**config.mk**
```make
export PLATFORM = sky130hd
export DESIGN_NAME = spi_eeprom_byte_access_sequencer
export DESIGN_NICKNAME = d
export VERILOG_FILES = /design/src/sv/sebas_pkg.sv /design/src/sv/sebas_step.sv /design/src/sv/sebas_outq.sv /design/src/sv/spi_eeprom_byte_access_sequencer.sv
export SDC_FILE = /design/constraint.sdc
export NUM_CORES = 1
export LEC_CHECK = 0
export BUFFER_PORTS_ARGS = -buffer_cell sky130_fd_sc_hd__buf_4
export CELL_PAD_IN_SITES_DETAIL_PLACEMENT = 1
export CELL_PAD_IN_SITES_GLOBAL_PLACEMENT = 2
export CORE_UTILIZATION = 43
export DETAILED_ROUTE_END_ITERATION = 8
export PLACE_DENSITY = 0.9
export SYNTH_ARGS = -nofsm -noshare
export SYNTH_HDL_FRONTEND = slang
export SYNTH_SLANG_ARGS = --single-unit
```
**constraint.sdc**
```tcl
create_clock -name clk -period 4.3 [get_ports clk]
set_clock_uncertainty 0.15 [all_clocks]
set_input_delay 0.215 -clock clk [delete_from_list [all_inputs] [get_ports clk]]
set_output_delay 0.215 -clock clk [all_outputs]
set_load 0.02 [all_outputs]
```
**src/sv/sebas_pkg.sv**
```systemverilog
`default_nettype none

package sebas_pkg;

  localparam int AddrBits = 7;
  localparam logic [6:0] AddrMask = 7'((1 << AddrBits) - 1);

  localparam logic [1:0] OpRead  = 2'd0;
  localparam logic [1:0] OpWrite = 2'd1;
  localparam logic [1:0] OpXfer  = 2'd2;

  localparam logic [1:0] ActXfer    = 2'd0;
  localparam logic [1:0] ActRelease = 2'd1;
  localparam logic [1:0] ActDone    = 2'd2;

  localparam logic [7:0] CmdRead  = 8'h03;
  localparam logic [7:0] CmdWrite = 8'h02;
  localparam logic [7:0] CmdWren  = 8'h06;
  localparam logic [7:0] CmdRdsr  = 8'h05;

  localparam int QDepth   = 4;
  localparam int QPtrBits = $clog2(QDepth);
  localparam int QCntBits = $clog2(QDepth + 1);

  typedef struct packed {
    logic [1:0] op;
    logic [6:0] mem_addr;
    logic [7:0] write_value;
    logic [7:0] rx_byte;
  } sebas_in_t;

  typedef struct packed {
    logic [1:0] action;
    logic [7:0] tx_byte;
    logic [7:0] read_value;
    logic       last;
  } sebas_out_t;

  typedef struct packed {
    logic [1:0] count;
    sebas_out_t first;
    sebas_out_t second;
  } sebas_push_t;

endpackage

`default_nettype wire

```
**src/sv/sebas_step.sv**
```systemverilog
`default_nettype none

module sebas_step (
  input  logic                  clk,
  input  logic                  rst,
  input  logic                  in_valid,
  output logic                  in_stall,
  input  sebas_pkg::sebas_in_t  in_item,
  input  logic                  room,
  output sebas_pkg::sebas_push_t push
);
  import sebas_pkg::*;

  typedef enum logic [3:0] {
    PhIdle,
    PhRdCmd,
    PhRdAddr,
    PhRdDummy,
    PhWrEn,
    PhWrCmd,
    PhWrAddr,
    PhWrData,
    PhPollCmd,
    PhPollDummy
  } phase_t;

  phase_t     phase, phase_next;
  logic [6:0] held_address, held_address_next;
  logic [7:0] held_data, held_data_next;
  sebas_in_t  in_reg;
  logic       in_reg_valid;
  logic       accept;
  logic       go;
  logic [7:0] addr_byte;

  function automatic sebas_out_t mk(logic [1:0] act, logic [7:0] tx, logic [7:0] rv,
                                    logic lst);
    sebas_out_t r;
    r.action     = act;
    r.tx_byte    = tx;
    r.read_value = rv;
    r.last       = lst;
    return r;
  endfunction

  assign go       = in_reg_valid && room;
  assign in_stall = rst || (in_reg_valid && !room);
  assign accept   = in_valid && !in_stall;
  assign addr_byte = {1'b0, held_address};

  always_comb begin
    phase_next        = phase;
    held_address_next = held_address;
    held_data_next    = held_data;
    push              = '0;
    if (go) begin
      if (phase == PhIdle) begin
        case (in_reg.op)
          OpRead: begin
            held_address_next = in_reg.mem_addr & AddrMask;
            phase_next        = PhRdCmd;
            push.count        = 2'd1;
            push.first        = mk(ActXfer, CmdRead, 8'd0, 1'b1);
          end
          OpWrite: begin
            held_address_next = in_reg.mem_addr & AddrMask;
            held_data_next    = in_reg.write_value;
            phase_next        = PhWrEn;
            push.count        = 2'd1;
            push.first        = mk(ActXfer, CmdWren, 8'd0, 1'b1);
          end
          default: ;
        endcase
      end else if (in_reg.op == OpXfer) begin
        unique case (phase)
          PhRdCmd: begin
            phase_next = PhRdAddr;
            push.count = 2'd1;
            push.first = mk(ActXfer, addr_byte, 8'd0, 1'b1);
          end
          PhRdAddr: begin
            phase_next = PhRdDummy;
            push.count = 2'd1;
            push.first = mk(ActXfer, 8'd0, 8'd0, 1'b1);
          end
          PhRdDummy: begin
            phase_next  = PhIdle;
            push.count  = 2'd2;
            push.first  = mk(ActRelease, 8'd0, 8'd0, 1'b0);
            push.second = mk(ActDone, 8'd0, in_reg.rx_byte, 1'b1);
          end
          PhWrEn: begin
            phase_next  = PhWrCmd;
            push.count  = 2'd2;
            push.first  = mk(ActRelease, 8'd0, 8'd0, 1'b0);
            push.second = mk(ActXfer, CmdWrite, 8'd0, 1'b1);
          end
          PhWrCmd: begin
            phase_next = PhWrAddr;
            push.count = 2'd1;
            push.first = mk(ActXfer, addr_byte, 8'd0, 1'b1);
          end
          PhWrAddr: begin
            phase_next = PhWrData;
            push.count = 2'd1;
            push.first = mk(ActXfer, held_data, 8'd0, 1'b1);
          end
          PhWrData: begin
            phase_next  = PhPollCmd;
            push.count  = 2'd2;
            push.first  = mk(ActRelease, 8'd0, 8'd0, 1'b0);
            push.second = mk(ActXfer, CmdRdsr, 8'd0, 1'b1);
          end
          PhPollCmd: begin
            phase_next = PhPollDummy;
            push.count = 2'd1;
            push.first = mk(ActXfer, 8'd0, 8'd0, 1'b1);
          end
          PhPollDummy: begin
            push.count = 2'd2;
            push.first = mk(ActRelease, 8'd0, 8'd0, 1'b0);
            if (!in_reg.rx_byte[0]) begin
              phase_next  = PhIdle;
              push.second = mk(ActDone, 8'd0, 8'd0, 1'b1);
            end else begin
              phase_next  = PhPollCmd;
              push.second = mk(ActXfer, CmdRdsr, 8'd0, 1'b1);
            end
          end
          default: begin
            phase_next = PhIdle;
          end
        endcase
      end
    end
  end

  always_ff @(posedge clk) begin
    if (rst) begin
      phase        <= PhIdle;
      held_address <= '0;
      held_data    <= '0;
      in_reg_valid <= 1'b0;
    end else begin
      phase        <= phase_next;
      held_address <= held_address_next;
      held_data    <= held_data_next;
      if (accept) begin
        in_reg_valid <= 1'b1;
        in_reg       <= in_item;
      end else if (go) begin
        in_reg_valid <= 1'b0;
      end
    end
  end

  a_push_needs_item: assert property (@(posedge clk) disable iff (rst)
    (push.count != 2'd0) |-> (in_reg_valid && room))
    else $error("results pushed without a pending item");

  a_pair_order: assert property (@(posedge clk) disable iff (rst)
    (push.count == 2'd2) |-> (!push.first.last && push.second.last))
    else $error("last flag misplaced in a result pair");

  a_single_last: assert property (@(posedge clk) disable iff (rst)
    (push.count == 2'd1) |-> push.first.last)
    else $error("single result lacks last flag");

  a_idle_after_done: assert property (@(posedge clk) disable iff (rst)
    (push.count == 2'd2 && push.second.action == ActDone) |=> (phase == PhIdle))
    else $error("finished request did not return to idle");

endmodule

`default_nettype wire

```
**src/sv/sebas_outq.sv**
```systemverilog
`default_nettype none

module sebas_outq (
  input  logic                   clk,
  input  logic                   rst,
  input  sebas_pkg::sebas_push_t push,
  output logic                   room,
  output logic                   out_valid,
  input  logic                   out_stall,
  output sebas_pkg::sebas_out_t  out_item
);
  import sebas_pkg::*;

  sebas_out_t          q [QDepth];
  logic [QPtrBits-1:0] wr_ptr, rd_ptr;
  logic [QPtrBits-1:0] wr_ptr_plus;
  logic [QCntBits-1:0] count, count_next;
  logic                pop;

  assign out_valid   = (count != '0);
  assign out_item    = q[rd_ptr];
  assign pop         = out_valid && !out_stall;
  assign room        = (count <= QCntBits'(QDepth - 2));
  assign wr_ptr_plus = wr_ptr + QPtrBits'(1);
  assign count_next  = count + QCntBits'(push.count) - QCntBits'(pop);

  always_ff @(posedge clk) begin
    if (rst) begin
      wr_ptr <= '0;
      rd_ptr <= '0;
      count  <= '0;
    end else begin
      count <= count_next;
      wr_ptr <= wr_ptr + QPtrBits'(push.count);
      if (pop) begin
        rd_ptr <= rd_ptr + QPtrBits'(1);
      end
    end
  end

  always_ff @(posedge clk) begin
    if (push.count != 2'd0) begin
      q[wr_ptr] <= push.first;
    end
    if (push.count == 2'd2) begin
      q[wr_ptr_plus] <= push.second;
    end
  end

  a_count_bound: assert property (@(posedge clk) disable iff (rst)
    count <= QCntBits'(QDepth))
    else $error("result queue overflow");

  a_pair_fits: assert property (@(posedge clk) disable iff (rst)
    (push.count != 2'd0) |-> room)
    else $error("push into a queue without room");

  a_count_track: assert property (@(posedge clk) disable iff (rst)
    1'b1 |=> (count == $past(count_next)))
    else $error("queue count out of step");

endmodule

`default_nettype wire

```
**src/sv/spi_eeprom_byte_access_sequencer.sv**
```systemverilog
`default_nettype none

// Channel  Direction  Payload      Handshake
// in       input      sebas_in_t   in_valid / in_stall
// out      output     sebas_out_t  out_valid / out_stall
//
// An accepted item is registered and decoded when the queue has room; its
// results (none, one or two) go into a four-entry result queue.
// One item is taken per cycle while the queue has room for two results; the
// queue drains one result per unstalled cycle; two-result items set the pace.
// Reset clears the phase, the held address and data, and the queue.
// A stalled output only fills the queue; a registered item waits, and the input
// stalls, while fewer than two slots remain free.

module spi_eeprom_byte_access_sequencer (
  input  logic                  clk,
  input  logic                  rst,
  input  logic                  in_valid,
  output logic                  in_stall,
  input  sebas_pkg::sebas_in_t  in_item,
  output logic                  out_valid,
  input  logic                  out_stall,
  output sebas_pkg::sebas_out_t out_item
);
  import sebas_pkg::*;

  sebas_push_t push;
  logic        room;

  sebas_step u_step (
    .clk      (clk),
    .rst      (rst),
    .in_valid (in_valid),
    .in_stall (in_stall),
    .in_item  (in_item),
    .room     (room),
    .push     (push)
  );

  sebas_outq u_outq (
    .clk       (clk),
    .rst       (rst),
    .push      (push),
    .room      (room),
    .out_valid (out_valid),
    .out_stall (out_stall),
    .out_item  (out_item)
  );

endmodule

`default_nettype wire

```
==> results of run 1 <==
-- final timing paths --
kind	start	end	slack, ps
worst max-delay path	u_step.phase[3]$_SDFFE_PP0P_	u_outq.count[2]$_SDFF_PP0_	830
worst min-delay path	rst	u_step.held_data[2]$_SDFFE_PP0P_	20
worst max register to register	u_step.phase[3]$_SDFFE_PP0P_	u_outq.count[2]$_SDFF_PP0_	830
worst min register to register	u_outq.q[3][12]$_SDFFE_PP0N_	u_outq.q[3][12]$_SDFFE_PP0N_	310
-- critical path, cell delays in order, from the launching register on --
cell and delay, ps:
sky130_fd_sc_hd__dfxtp_1 760, sky130_fd_sc_hd__nor3b_4 420, sky130_fd_sc_hd__a22oi_1 190, sky130_fd_sc_hd__a21boi_2 340, sky130_fd_sc_hd__inv_2 150, sky130_fd_sc_hd__ha_1 300, sky130_fd_sc_hd__inv_1 40, sky130_fd_sc_hd__ha_1 200
sky130_fd_sc_hd__fa_1 380, sky130_fd_sc_hd__xor2_1 200, sky130_fd_sc_hd__xnor2_1 140, sky130_fd_sc_hd__nor2_1 60
-- logic make-up after synthesis --
kind of cell,count (synthesis)
XOR/XNOR,6
buffers and inverters,41
adder cells (fa/ha/maj),5
AND/OR/NAND/NOR,182
multiplexers,29
flip-flops,130
AO/OA/AOI/OAI,98
-- Yosys cell counts (3+ instances only) --
| cell type | number | area share |
|---|---|---|
| sky130_fd_sc_hd__a21oi_1 | 19 | 0.017 |
| sky130_fd_sc_hd__a22oi_1 | 8 | 0.010 |
| sky130_fd_sc_hd__and2_1 | 4 | 0.0044 |
| sky130_fd_sc_hd__and3b_1 | 3 | 0.0046 |
| sky130_fd_sc_hd__buf_2 | 12 | 0.010 |
| sky130_fd_sc_hd__clkbuf_1 | 16 | 0.010 |
| sky130_fd_sc_hd__dfxtp_1 | 53 | 0.18 |
| sky130_fd_sc_hd__edfxtp_1 | 77 | 0.40 |
| sky130_fd_sc_hd__ha_1 | 4 | 0.0087 |
| sky130_fd_sc_hd__inv_1 | 7 | 0.0046 |
| sky130_fd_sc_hd__mux2i_1 | 10 | 0.017 |
| sky130_fd_sc_hd__mux4_2 | 19 | 0.074 |
| sky130_fd_sc_hd__nand2_1 | 56 | 0.037 |
| sky130_fd_sc_hd__nand2b_1 | 3 | 0.0033 |
| sky130_fd_sc_hd__nand3_1 | 13 | 0.011 |
| sky130_fd_sc_hd__nand3_2 | 5 | 0.0087 |
| sky130_fd_sc_hd__nor2_1 | 60 | 0.039 |
| sky130_fd_sc_hd__nor2b_1 | 10 | 0.011 |
| sky130_fd_sc_hd__nor3_1 | 6 | 0.0052 |
| sky130_fd_sc_hd__nor3b_1 | 4 | 0.0052 |
| sky130_fd_sc_hd__o21ai_0 | 29 | 0.025 |
| sky130_fd_sc_hd__o21ai_1 | 3 | 0.0026 |
| sky130_fd_sc_hd__o22ai_1 | 11 | 0.012 |
| sky130_fd_sc_hd__o31ai_1 | 10 | 0.013 |
| sky130_fd_sc_hd__xnor2_1 | 4 | 0.0061 |
-- metrics by stage --
stage,hold slack (ps),worst slack [ps],instances,power (mW)
6_report,18.88,830.6,747,3.388
5_1_grt,29.33,574.4,747,3.529
4_1_cts,13.66,872.0,747,3.414
3_5_place_dp,244.2,909.1,689,2.097
3_3_place_gp,243.0,1037,689,2.080
2_1_floorplan,163.9,1503,491,1.898
-- layer usage --
metal / global-route usage / vias up
li1: - / 1935
met1: 0.2822 / 2049
met4: 0.09615 / 0
met3: 0.04700 / 19
met2: 0.3853 / 95
met5: 0 / -
-- what timing repair did --
item	in CTS	in global routing
resized for setup	0	0
endpoints found under the hold margin	26	0
hold buffers	26	0
-- layout make-up --
type	instances	share of cell area
flip-flops and latches	130	0.4795
multi-input cells	320	0.3112
repair buffers	84	0.09888
clock buffers	19	0.06153
well taps	172	0.03059
clock inverters	13	0.01352
inverters	9	0.004802
-- report_power, final --
group          switching [mW]  internal (mW)
combinational           0.331          0.303
sequential             0.0691           1.39
clock                   0.518          0.779
total                   0.918           2.47
==> results by stage, run 1 <==
Status:
- The flow ran to the end, and the final reports show no timing, DRC or antenna violations.

Min path:
- The worst hold path belongs to the class in -> reg.
- The worst hold path passes through 2 cells.

Layout:
- In the layout the commonest cells are sky130_fd_sc_hd__edfxtp_1, sky130_fd_sc_hd__nor2_1, sky130_fd_sc_hd__buf_4.
- The most common library cell in the layout ignoring fill and taps is sky130_fd_sc_hd__edfxtp_1.
- The combined area of the multi-input logic cells is 2190 um2.
- Across the whole layout, storage elements account for 3373 um2.
- The number of filler cells placed in the layout is 1336.
- The register with the most flip-flops in the layout has 76 of them.
- The area growth from synthesis to layout is 22.40%.
- After routing the design area is 7036 um2.
- The final net count is 596.
- In the final layout, the share of cells above drive strength 1 is 0.2243.
- The end-of-flow core utilization is 0.5486.
- The repair_antennas step left the layout with diodes totalling 0.

Detailed routing:
- After detailed routing, no signal wire sits above met4.
- The number of antenna-violating nets in the routed design is 0.
- The overall via count from detail_route is 4098.
- The first-pass iteration count of the detailed router is 4.
- The post-route met1 wirelength is 6360 um.
- The average vias per placed instance is 5.486.
- After detailed routing, the average wire length per cell comes to 19.74 um.
- Detailed routing placed a total of 7535 um of wire on met2.
- The sum of met3 wire segment lengths after detailed routing is 565 um.
- The routed wire length is 14750 um.
- The number of remaining DRC errors is 0.
- The detailed router's first-iteration violation count is 195.

Setup path:
- STA puts the critical path data required time at 4450 ps.
- The peak fanout along the critical path is 20.
- The critical path endpoint category is a flop.
- Data arrives at the worst endpoint at 3620 ps.
- The critical path class is reg -> reg.
- The critical path startpoint category is a flop.
- The worst register-to-register path has a depth of 11.

CTS:
- For the worst-skew pair, the clock arrives at the later sink with an insertion delay of 420 ps.
- The post-CTS setup-driven buffer insertion count is 0.
- Counting the buffers created by CTS gives 17.
- The clock root buffer is sky130_fd_sc_hd__clkbuf_16.
- No sink is reached through more buffers than the 2 on the longest clock path.
- The clock drives 130 sinks.
- After clock tree synthesis, the clock-pin slew on the worst setup and hold paths is 50 ps.
- TritonCTS built the clock tree.
- The H-tree was split into 4 levels.

Yosys:
- The number of register bits inferred by synthesis is 130.
- The sequential area share after synthesis is 0.5869.
- The mux cell area share after synthesis is 0.09186.
- The fraction of registers with async set or reset after synthesis is 0.
- After synthesis, the largest family of logic cells by area is simple AND/OR/NAND/NOR gates.
- In the synthesized netlist the dominant register cell turns out to be sky130_fd_sc_hd__edfxtp_1.
- Of the total synthesized cell area, the portion taken by full adders, half adders and majority gates is 0.01219.
- The count of cell types in the netlist is 57.
- The average instance in the mapped netlist occupies 11.71 um2.
- The area fraction in compound gates after synthesis is 0.1091.
- Summing every instance area after synthesis gives 5748 um2.
- The number of warnings issued by yosys is 0.
- The number of nets handed over by synthesis was 525.
- Of the total synthesized cell area, the portion taken by XOR and XNOR cells is 0.009142.
- The gate count after technology mapping is 491.
- Of the total synthesized cell area, the portion taken by AND, OR, NAND and NOR gates is 0.1582.
- In this run, synthesis inferred 77 flip-flops with an integrated enable.

Timing:
- The maximum frequency from static timing analysis is 288.2 MHz.
- The worst path needs 3469 ps of the cycle, external delays included.
- In the finished design, the share of the clock period the worst path needs comes to 0.8068.
- The final-report max-slew violation count is 0.
- The number of hold violations in the final report is 0.
- The final setup violation count is 0.
- Setup repair after global routing left no endpoint under its margin.
- The total negative setup slack is 0 ps.
- The worst pin sits at a relative slew slack of 0.1934.
- The slew of the pin with the lowest slew margin is 1209 ps.

Flow run:
- Max-cap violations in this run came to 0.

GRT:
- The total overflow left after global routing is 0.
- The via count of the first global-routing pass is 4420.
- The aggregate global-route resource usage is 0.2277.
- The pin count of the biggest net entering global routing is 30.
- The number of antenna violations at the first check in global routing is 0.
- The first global-routing pass estimated 23790 um of wire.

Place:
- The weighted congestion at the end of routability-driven global placement is 0.8271.
- The cell area reported after detailed placement is 6247 um2.
- Port buffering added 49 buffers.
- The half-perimeter wire length after placement is 9730 um.

Die:
- The starting density of the core is 0.4482.
- The core region is 12820 um2.
- The row count is 41.
- The floorplan step defined a die boundary enclosing 13830 um2.
- Pin placement for this block handled 50 I/O pins.
- The floorplan die width is 117.6 um.
- The die height is 117.6 um.

Power:
- The cell area power density is 481.5 nW/um2.
- Summed over all cells, the static leakage comes to 2.433 nW.
- IR analysis of the VDD net gives a maximum drop of 0.3601 mV.
(Power assumes the default switching activity.)
==> run 2, diff against run 1 <==
CORE_UTILIZATION = 36   (was 43)
PLACE_DENSITY = 0.81   (was 0.9)
clock period = 3.1 ns   (was 4.3 ns; I/O delays follow)
==> run 2 against run 1 <==
Clock power is 52% higher. Sequential power is 37% higher. Non-clock buffer count is 18 higher. Via count is 1.0% higher. Setup slack worse by 640 ps. Utilization is 7.5 points lower. Design area is 3.5% higher. Flip-flop and latch count stayed put. Power is 44% higher. Critical path type unchanged.
==> results by stage, run 2 (synthesis results as in run 1) <==
Place:
- The number of buffer cells added on primary ports is 49.
- After detailed placement, the design holds a cell count of 742.
- The half-perimeter wire length after placement is 9637 um.
- The pre-CTS setup slack is 170.4 ps.
- Routability-driven placement finished with a final weighted congestion of 0.8398.

Detailed routing:
- The number of antenna-violating nets in the routed design is 0.
- Dividing the detail-routed wire length by the instance count gives 17.83 um.
- The first TritonRoute pass finished after 4 iterations.
- After detailed routing, the number of remaining DRC violations is 0.
- Using the TritonRoute via totals, the vias-per-cell ratio works out to 5.149.
- For this block, the initial DRC count from the detailed router was 185.
- The routed layout has 4140 vias.
- Summed over all layers, the routed wires come to 14340 um.

Timing:
- The worst path in the final design needs a cycle of 2908 ps, including I/O delays and setup.
- The final-report max-slew violation count is 0.
- Setup violations remaining at the end of the flow were counted as 0.
- Setup repair after global routing left no endpoint under its margin.
- For the final routed database, the setup TNS stands at 0 ps.
- The number of hold violations in the final report came to 0.
- The final critical-path setup slack is 192.4 ps.
- Of the available clock period, the critical path in the final layout requires 0.9379.
- Headroom to the max-slew limit came out at 0.5442.
- The maximum frequency from static timing analysis is 343.9 MHz.
- The slew of the pin with the lowest slew margin is 680.0 ps.

Power:
- The peak supply drop is 0.3673 mV.
- The sequential cell fraction of total power is 0.409.
- Of the total power, the clock network draws 0.404.
- After layout, the design draws a total of 4.892 mW.
- The net switching power is 1.340 mW.
- The share of total power dissipated in combinational logic is 0.187.
- Summed over all cells, the static leakage comes to 2.513 nW.
- The fraction of power spent switching nets is 0.2739.
- The cell area power density is 672.1 nW/um2.
- The internal portion of total power is 3.552 mW.

Die:
- The number of top-level pins is 50.
- The initialized floorplan defines 45 standard-cell rows.
- Measured along the x axis, the die boundary spans 128.4 um.
- The die is 128.4 um tall.
- The total die area is 16480 um2.
- The starting density of the core is 0.3740.
- The area inside the core boundary is 15370 um2.

GRT:
- Entering global routing, the biggest net connects 30 pins.
- The via count of the first global-routing pass is 4395.
- The number of antenna violations at the first check in global routing is 0.
- Global routing finished with a remaining overflow of 0.
- Across every metal layer, demand over resource in global routing totals 0.1880.
- The wire length of the first global-routing pass is 23270 um.

Setup path:
- The critical path startpoint category is a flop.
- Setup slack on the worst reg-to-reg path comes out at 190 ps.
- The worst setup path is captured at a flop.
- The maximum cell stage delay along the critical path is 520 ps.
- The peak fanout along the critical path is 11.
- The beginning of the critical path is u_step.phase[3]$_SDFFE_PP0P_.
- The source of the worst register-to-register timing path is u_step.phase[3]$_SDFFE_PP0P_.
- The slowest cell on the critical path is sky130_fd_sc_hd__dfxtp_1.
- For the worst flop-to-flop path, the logic depth is 11.
- The required time of the critical path is 3250 ps.
- Walking the worst path, the cells encountered are buf_4 -> and3b_1 -> a221oi_2 -> nor2_2 -> inv_2 -> ha_1 -> inv_1 -> fa_1 -> xor2_1 -> xnor2_1 -> nor2_1.
- The critical path is of the reg -> reg type.
- The endpoint identified for the worst register-to-register timing path is u_outq.count[2]$_SDFF_PP0_.
- Data on the critical path arrives at its endpoint at 3050 ps.
- The last element of the critical path is u_outq.count[2]$_SDFF_PP0_.

CTS:
- The cell sitting at the root of the clock tree is a sky130_fd_sc_hd__clkbuf_16.
- Clock-pin slew was measured on the worst setup and hold paths at 60 ps.
- The CTS buffer count is 17.
- TritonCTS built the clock tree.
- The later pin in the worst-skew pair is clocked with a latency of 420 ps.
- The clock net in this run drives a total of 130 sinks.
- In this run the number of H-tree levels came out at 4.
- The maximum root-to-sink buffer count is 2.

Layout:
- The fraction of layout cells with a size suffix above 1 is 0.2530.
- The synthesis-to-layout area growth is 26.62%.
- The most common library cell in the layout ignoring fill and taps is sky130_fd_sc_hd__edfxtp_1.
- The repair_antennas step left the layout with diodes totalling 0.
- At the end of the flow, the number of nets in the layout was 614.
- The flip-flop count of the largest register after layout is 76.
- The final cell count without fillers is 804.
- Fill cells in the final layout number 1617.
- In the layout the commonest cells are sky130_fd_sc_hd__edfxtp_1, sky130_fd_sc_hd__buf_4, sky130_fd_sc_hd__nor2_1.

Status:
- The flow ran to the end, and the final reports show no timing, DRC or antenna violations.

Min path:
- The kind of path behind the tightest hold check is in -> reg.

Flow run:
- Across the run, the number of max-cap violations was 0.
==> run 2: cell types whose count changed in the layout (fill, tap and decap cells not counted), sizes merged <==
cell	previous run	this run
clkbuf	19	17
buf	58	74
inv	9	14
dlygate4sd3	26	28
clkinv	8	4
bufinv	1	2
==> run 2: cell type report <==
type                            count  area, um2  share of cell area
Multi-Input combinational cell    320       2190              0.3008
Tap cell                          211      264.0             0.03627
Sequential cell                   130       3373              0.4635
Clock buffer                       17      425.4             0.05845
Timing Repair Buffer              102      835.8              0.1148
Inverter                            9      33.78            0.004642
Clock inverter                     15      156.4             0.02149
==> run 2: layer usage <==
metal / wire [um] / track usage / vias up
met3: 408 / 0.03742 / 21
met1: 6439 / 0.2370 / 2066
li1: - / - / 1975
met2: 7246 / 0.3186 / 78
met4: 244 / 0.07266 / 0
met5: 0 / 0 / -
==> run 2: through the flow <==
step                hold WS [ps]  cell area, um2  utilization
floorplan                  103.9            5748            -
global placement           183.5            6401       0.4164
detailed placement         184.5            6401       0.4164
CTS                       0.1917            7263       0.4725
global route               57.92            7278       0.4735
finish                     15.47            7278       0.4735
==> run 2: worst max-delay path, delay by kind of cell, from the launching register on <==
family	cells	cell delay, ps
AND/OR/NAND/NOR	3	390
flip-flops	1	520
buffers and inverters	3	420
XOR/XNOR	2	350
adder cells (fa/ha/maj)	2	570
AO/OA/AOI/OAI	1	370
==> run 2: power by group through the flow <==
stage	registers [mW]	logic (mW)	clock network, mW
after global placement	2.03	0.882	0
after detailed placement	2.04	0.895	0
after global routing	2.01	1.01	2.07
final	2.00	0.914	1.98
after CTS	2.00	0.928	2.01
after floorplan	2.00	0.635	0
==> run 2: how the worst min path moves through the flow <==
stage,to,cells after the start,slack [ps],startpoint
2_1_floorplan,u_step.in_reg[0]$_DFFE_PP_,0,100,in_item[0]
3_3_place_gp,u_step.in_reg[18]$_DFFE_PP_,1,180,in_item[18]
3_5_place_dp,u_step.in_reg[11]$_DFFE_PP_,1,180,in_item[11]
4_1_cts,u_outq.rd_ptr[0]$_SDFFE_PP0P_,4,0.2,out_stall
5_1_grt,u_outq.rd_ptr[0]$_SDFFE_PP0P_,4,60,out_stall
6_report,u_outq.rd_ptr[0]$_SDFFE_PP0P_,4,20,out_stall
==> run 2: timing repair <==
| item | CTS | global route |
|---|---|---|
| buffers inserted | 0 | 2 |
| hold buffers | 28 | 0 |
| endpoints found under the setup margin | 0 | 1 |
| hold endpoints to repair | 48 | 0 |
| gates resized for setup | 0 | 0 |
==> run 3, diff against run 2 <==
PLACE_DENSITY = default   (was 0.81)
PLACE_DENSITY_LB_ADDON = 0.25   (was default)
REMOVE_ABC_BUFFERS = 1   (was default)
==> run 3 against run 2 <==
Register-to-register slack better by 90 ps. Design area is 0.62% higher. Combinational power is 2.5% higher. Sequential power hardly changed. Hold slack better by 290 ps. Routed wire length is 3.7% higher. Sequential share of layout area is 0.27 points lower. Flip-flop and latch count stayed put. Power is 2.7% higher. Final cell count is 0.12% higher. First-iteration DRC count is 9.7% higher. Utilization is 0.29 points higher.
==> results by stage, run 3 (synthesis results as in run 1) <==
Setup path:
- The number of cells on the worst reg-to-reg path is 11.
- The critical path class is reg -> reg.
- For the worst setup path, the data required time is 3240 ps.
- Counting both buffers and inverters, the worst setup path holds a total of 2.
- The peak fanout along the critical path is 10.
- The startpoint identified for the worst register-to-register timing path is u_step.phase[0]$_SDFFE_PP0P_.
- The most numerous cell type found on the critical path is sky130_fd_sc_hd__ha_1.
- STA classifies the critical path endpoint as a flop.
- The maximum cell stage delay along the critical path is 430 ps.
- The flop-to-flop setup slack is 280 ps.
- The data arrival time at the worst-slack endpoint is 2970 ps.
- The critical path goes through nor3b_1 -> a22oi_1 -> a21boi_2 -> inv_2 -> ha_1 -> inv_1 -> ha_1 -> fa_1 -> xor2_1 -> xnor2_1 -> nor2_1.
- The cell family with the largest share of critical-path delay is adder cells.
- The slowest cell on the critical path is sky130_fd_sc_hd__dfxtp_2.
- STA classifies the critical path startpoint as a flop.
- The worst register-to-register path ends at u_outq.count[2]$_SDFF_PP0_.

Timing:
- At the pin with the least slew margin, the transition time is 716.2 ps.
- Setup violations remaining at the end of the flow were counted as 0.
- Derived from the worst setup path, the maximum achievable clock frequency is 354.3 MHz.
- The worst path in the final design needs a cycle of 2823 ps, including I/O delays and setup.
- The worst pin sits at a relative slew slack of 0.5199.
- Dividing the final minimum period by the clock period gives 0.9105.
- Setup repair after global routing left no endpoint under its margin.
- The final-report max-slew violation count came to 0.
- The number of hold violations in the final report was 0.
- In the post-route analysis, the smallest setup slack over all paths is 277.5 ps.
- The final hold slack is 301.6 ps.
- The total negative setup slack is 0 ps.

CTS:
- The CTS buffer count is 17.
- The TritonCTS clock tree is built.
- The clock latency on the worst-skew pair is 420 ps.
- The H-tree depth is 4.
- The clock root buffer is sky130_fd_sc_hd__clkbuf_16.
- The tree built by TritonCTS fans out to 130 sinks.
- The number of setup buffers added after CTS is 0.
- The longest clock path from root to sink contains 2 buffers.
- After clock tree synthesis, the clock-pin slew on the worst setup and hold paths is 60 ps.

Die:
- The row count is 45.
- For this configuration, the core starts out at a cell density of 0.3740.
- The region available for standard cell placement spans 15370 um2.
- The die covers 16480 um2.
- From bottom edge to top edge, the die measures 128.4 um.
- The floorplan die width is 128.4 um.
- Pin placement for this block handled 50 I/O pins.

Layout:
- The register with the most flip-flops in the layout has 76 of them.
- After routing the design area is 7323 um2.
- The fraction of layout cells with a size suffix above 1 is 0.2525.
- The area growth from synthesis to layout is 27.41%.
- The most common library cell in the layout ignoring fill and taps is sky130_fd_sc_hd__edfxtp_1.
- In the layout the commonest cells are sky130_fd_sc_hd__edfxtp_1, sky130_fd_sc_hd__buf_4, sky130_fd_sc_hd__nor2_1.
- The number of filler cells placed in the layout is 1620.
- The final net count is 615.
- The repair_antennas step left the layout with diodes totalling 0.

GRT:
- Summed over all layers, the global routing overflow is 0.
- Entering global routing, the biggest net connects 30 pins.
- Across every metal layer, demand over resource in global routing totals 0.1957.
- The wire length of the first global-routing pass is 23770 um.
- The number of antenna violations at the first check in global routing came to 0.
- The via count of the first global-routing pass is 4392.

Detailed routing:
- After detailed routing, the number of vias per cell comes to 5.106.
- The routed wire length is 14870 um.
- The detail route stage leaves a number of antenna-violating nets equal to 0.
- The first-pass iteration count of the detailed router is 6.
- The detailed router's first-iteration violation count is 203.
- After detailed routing, the number of remaining DRC violations is 0.
- Dividing the detail-routed wire length by the instance count gives 18.47 um.
- The detailed router placed 4110 vias in this run.

Power:
- The net switching power is 1.318 mW.
- The clock network power share is 0.416.
- The internal portion of total power is 3.705 mW.
- Of the total power, combinational logic draws 0.186.
- The share of total power dissipated in sequential elements is 0.397.
- The fraction of power spent switching nets is 0.2624.
- Summed over all cells, the static leakage comes to 2.543 nW.
- Power spread over the standard cell area amounts to 686.0 nW/um2.
- The peak supply drop is 0.5247 mV.

Flow run:
- The count of maximum capacitance violations is 0.

Min path:
- The path with the worst hold slack has its endpoint at u_step.in_reg[13]$_DFFE_PP_.
- Along the worst hold path, the cell count comes to 2.
- The min-delay analysis places its worst path in the category in -> reg.
- The origin of the worst min-delay path is in_item[13].

Place:
- The number of buffer cells added on primary ports is 49.
- The wire-length estimate of the detail-placed layout is 10180 um.
- Summing all placed instances gives a cell area of 6416 um2.
- The pre-CTS setup slack is 200.8 ps.
- The weighted congestion at the end of routability-driven global placement is 0.8259.

Status:
- The flow ran to the end, and the final reports show no timing, DRC or antenna violations.
run 3: final cells by class:
class	instances	area [um2]	area share
sequential	130	3374	0.4608
inverter	9	33.78	0.004613
clock buffer	17	425.4	0.05809
clock inverter	15	190.2	0.02597
multi-input combinational	320	2190	0.2990
timing repair buffer	103	845.8	0.1155
tap	211	264.0	0.03605
run 3: how the worst max path moves through the flow:
stage	start	endpoint	slack, ps	cells past startpoint
after floorplan	u_step.in_reg[23]$_DFFE_PP_	u_outq.q[2][0]$_DFFE_PP_	40	5
after global routing	u_step.phase[0]$_SDFFE_PP0P_	u_outq.count[2]$_SDFF_PP0_	50	11
final	u_step.phase[0]$_SDFFE_PP0P_	u_outq.count[2]$_SDFF_PP0_	280	11
after global placement	u_step.phase[0]$_SDFFE_PP0P_	u_outq.count[2]$_SDFF_PP0_	390	11
after CTS	u_step.phase[0]$_SDFFE_PP0P_	u_outq.count[2]$_SDFF_PP0_	150	11
after detailed placement	u_step.phase[0]$_SDFFE_PP0P_	u_outq.count[2]$_SDFF_PP0_	200	11
run 3: repair_timing:
action | 4_1_cts | 5_1_grt
hold endpoints to repair | 50 | 0
setup endpoints to repair | 0 | 1
gates resized for setup | 0 | 2
hold buffers | 29 | 0
run 3: metal layers:
layer / global-route usage / part of all wire / wire length [um] / vias to the layer above
met5: 0 / 0 / 0 / -
li1: - / - / - / 1978
met1: 0.2447 / 0.46 / 6798 / 2056
met2: 0.3342 / 0.50 / 7469 / 59
met4: 0.08028 / 0.014 / 208 / 0
met3: 0.03576 / 0.026 / 390 / 17
run 3: metrics by stage:
step                std cells  power (mW)    util
CTS                       805       5.079  0.4764
detailed placement        744       2.954  0.4174
global placement          744       2.927  0.4174
finish                    805       5.023  0.4764
floorplan                 459       2.608       -
global route              805       5.228  0.4764
run 3: power groups by stage:
stage,logic (mW),clock network [mW],registers [mW]
6_report,0.937,2.09,1.99
5_1_grt,1.03,2.20,2.01
4_1_cts,0.959,2.13,1.99
3_5_place_dp,0.925,0,2.03
3_3_place_gp,0.905,0,2.02
2_1_floorplan,0.538,0,2.07
run 3: worst reg2reg max path, cell delays in order, from the launching register on:
cell and delay, ps:
sky130_fd_sc_hd__dfxtp_2 430, sky130_fd_sc_hd__nor3b_1 330, sky130_fd_sc_hd__a22oi_1 200, sky130_fd_sc_hd__a21boi_2 220, sky130_fd_sc_hd__inv_2 60, sky130_fd_sc_hd__ha_1 270, sky130_fd_sc_hd__inv_1 40, sky130_fd_sc_hd__ha_1 210
sky130_fd_sc_hd__fa_1 390, sky130_fd_sc_hd__xor2_1 210, sky130_fd_sc_hd__xnor2_1 140, sky130_fd_sc_hd__nor2_1 60
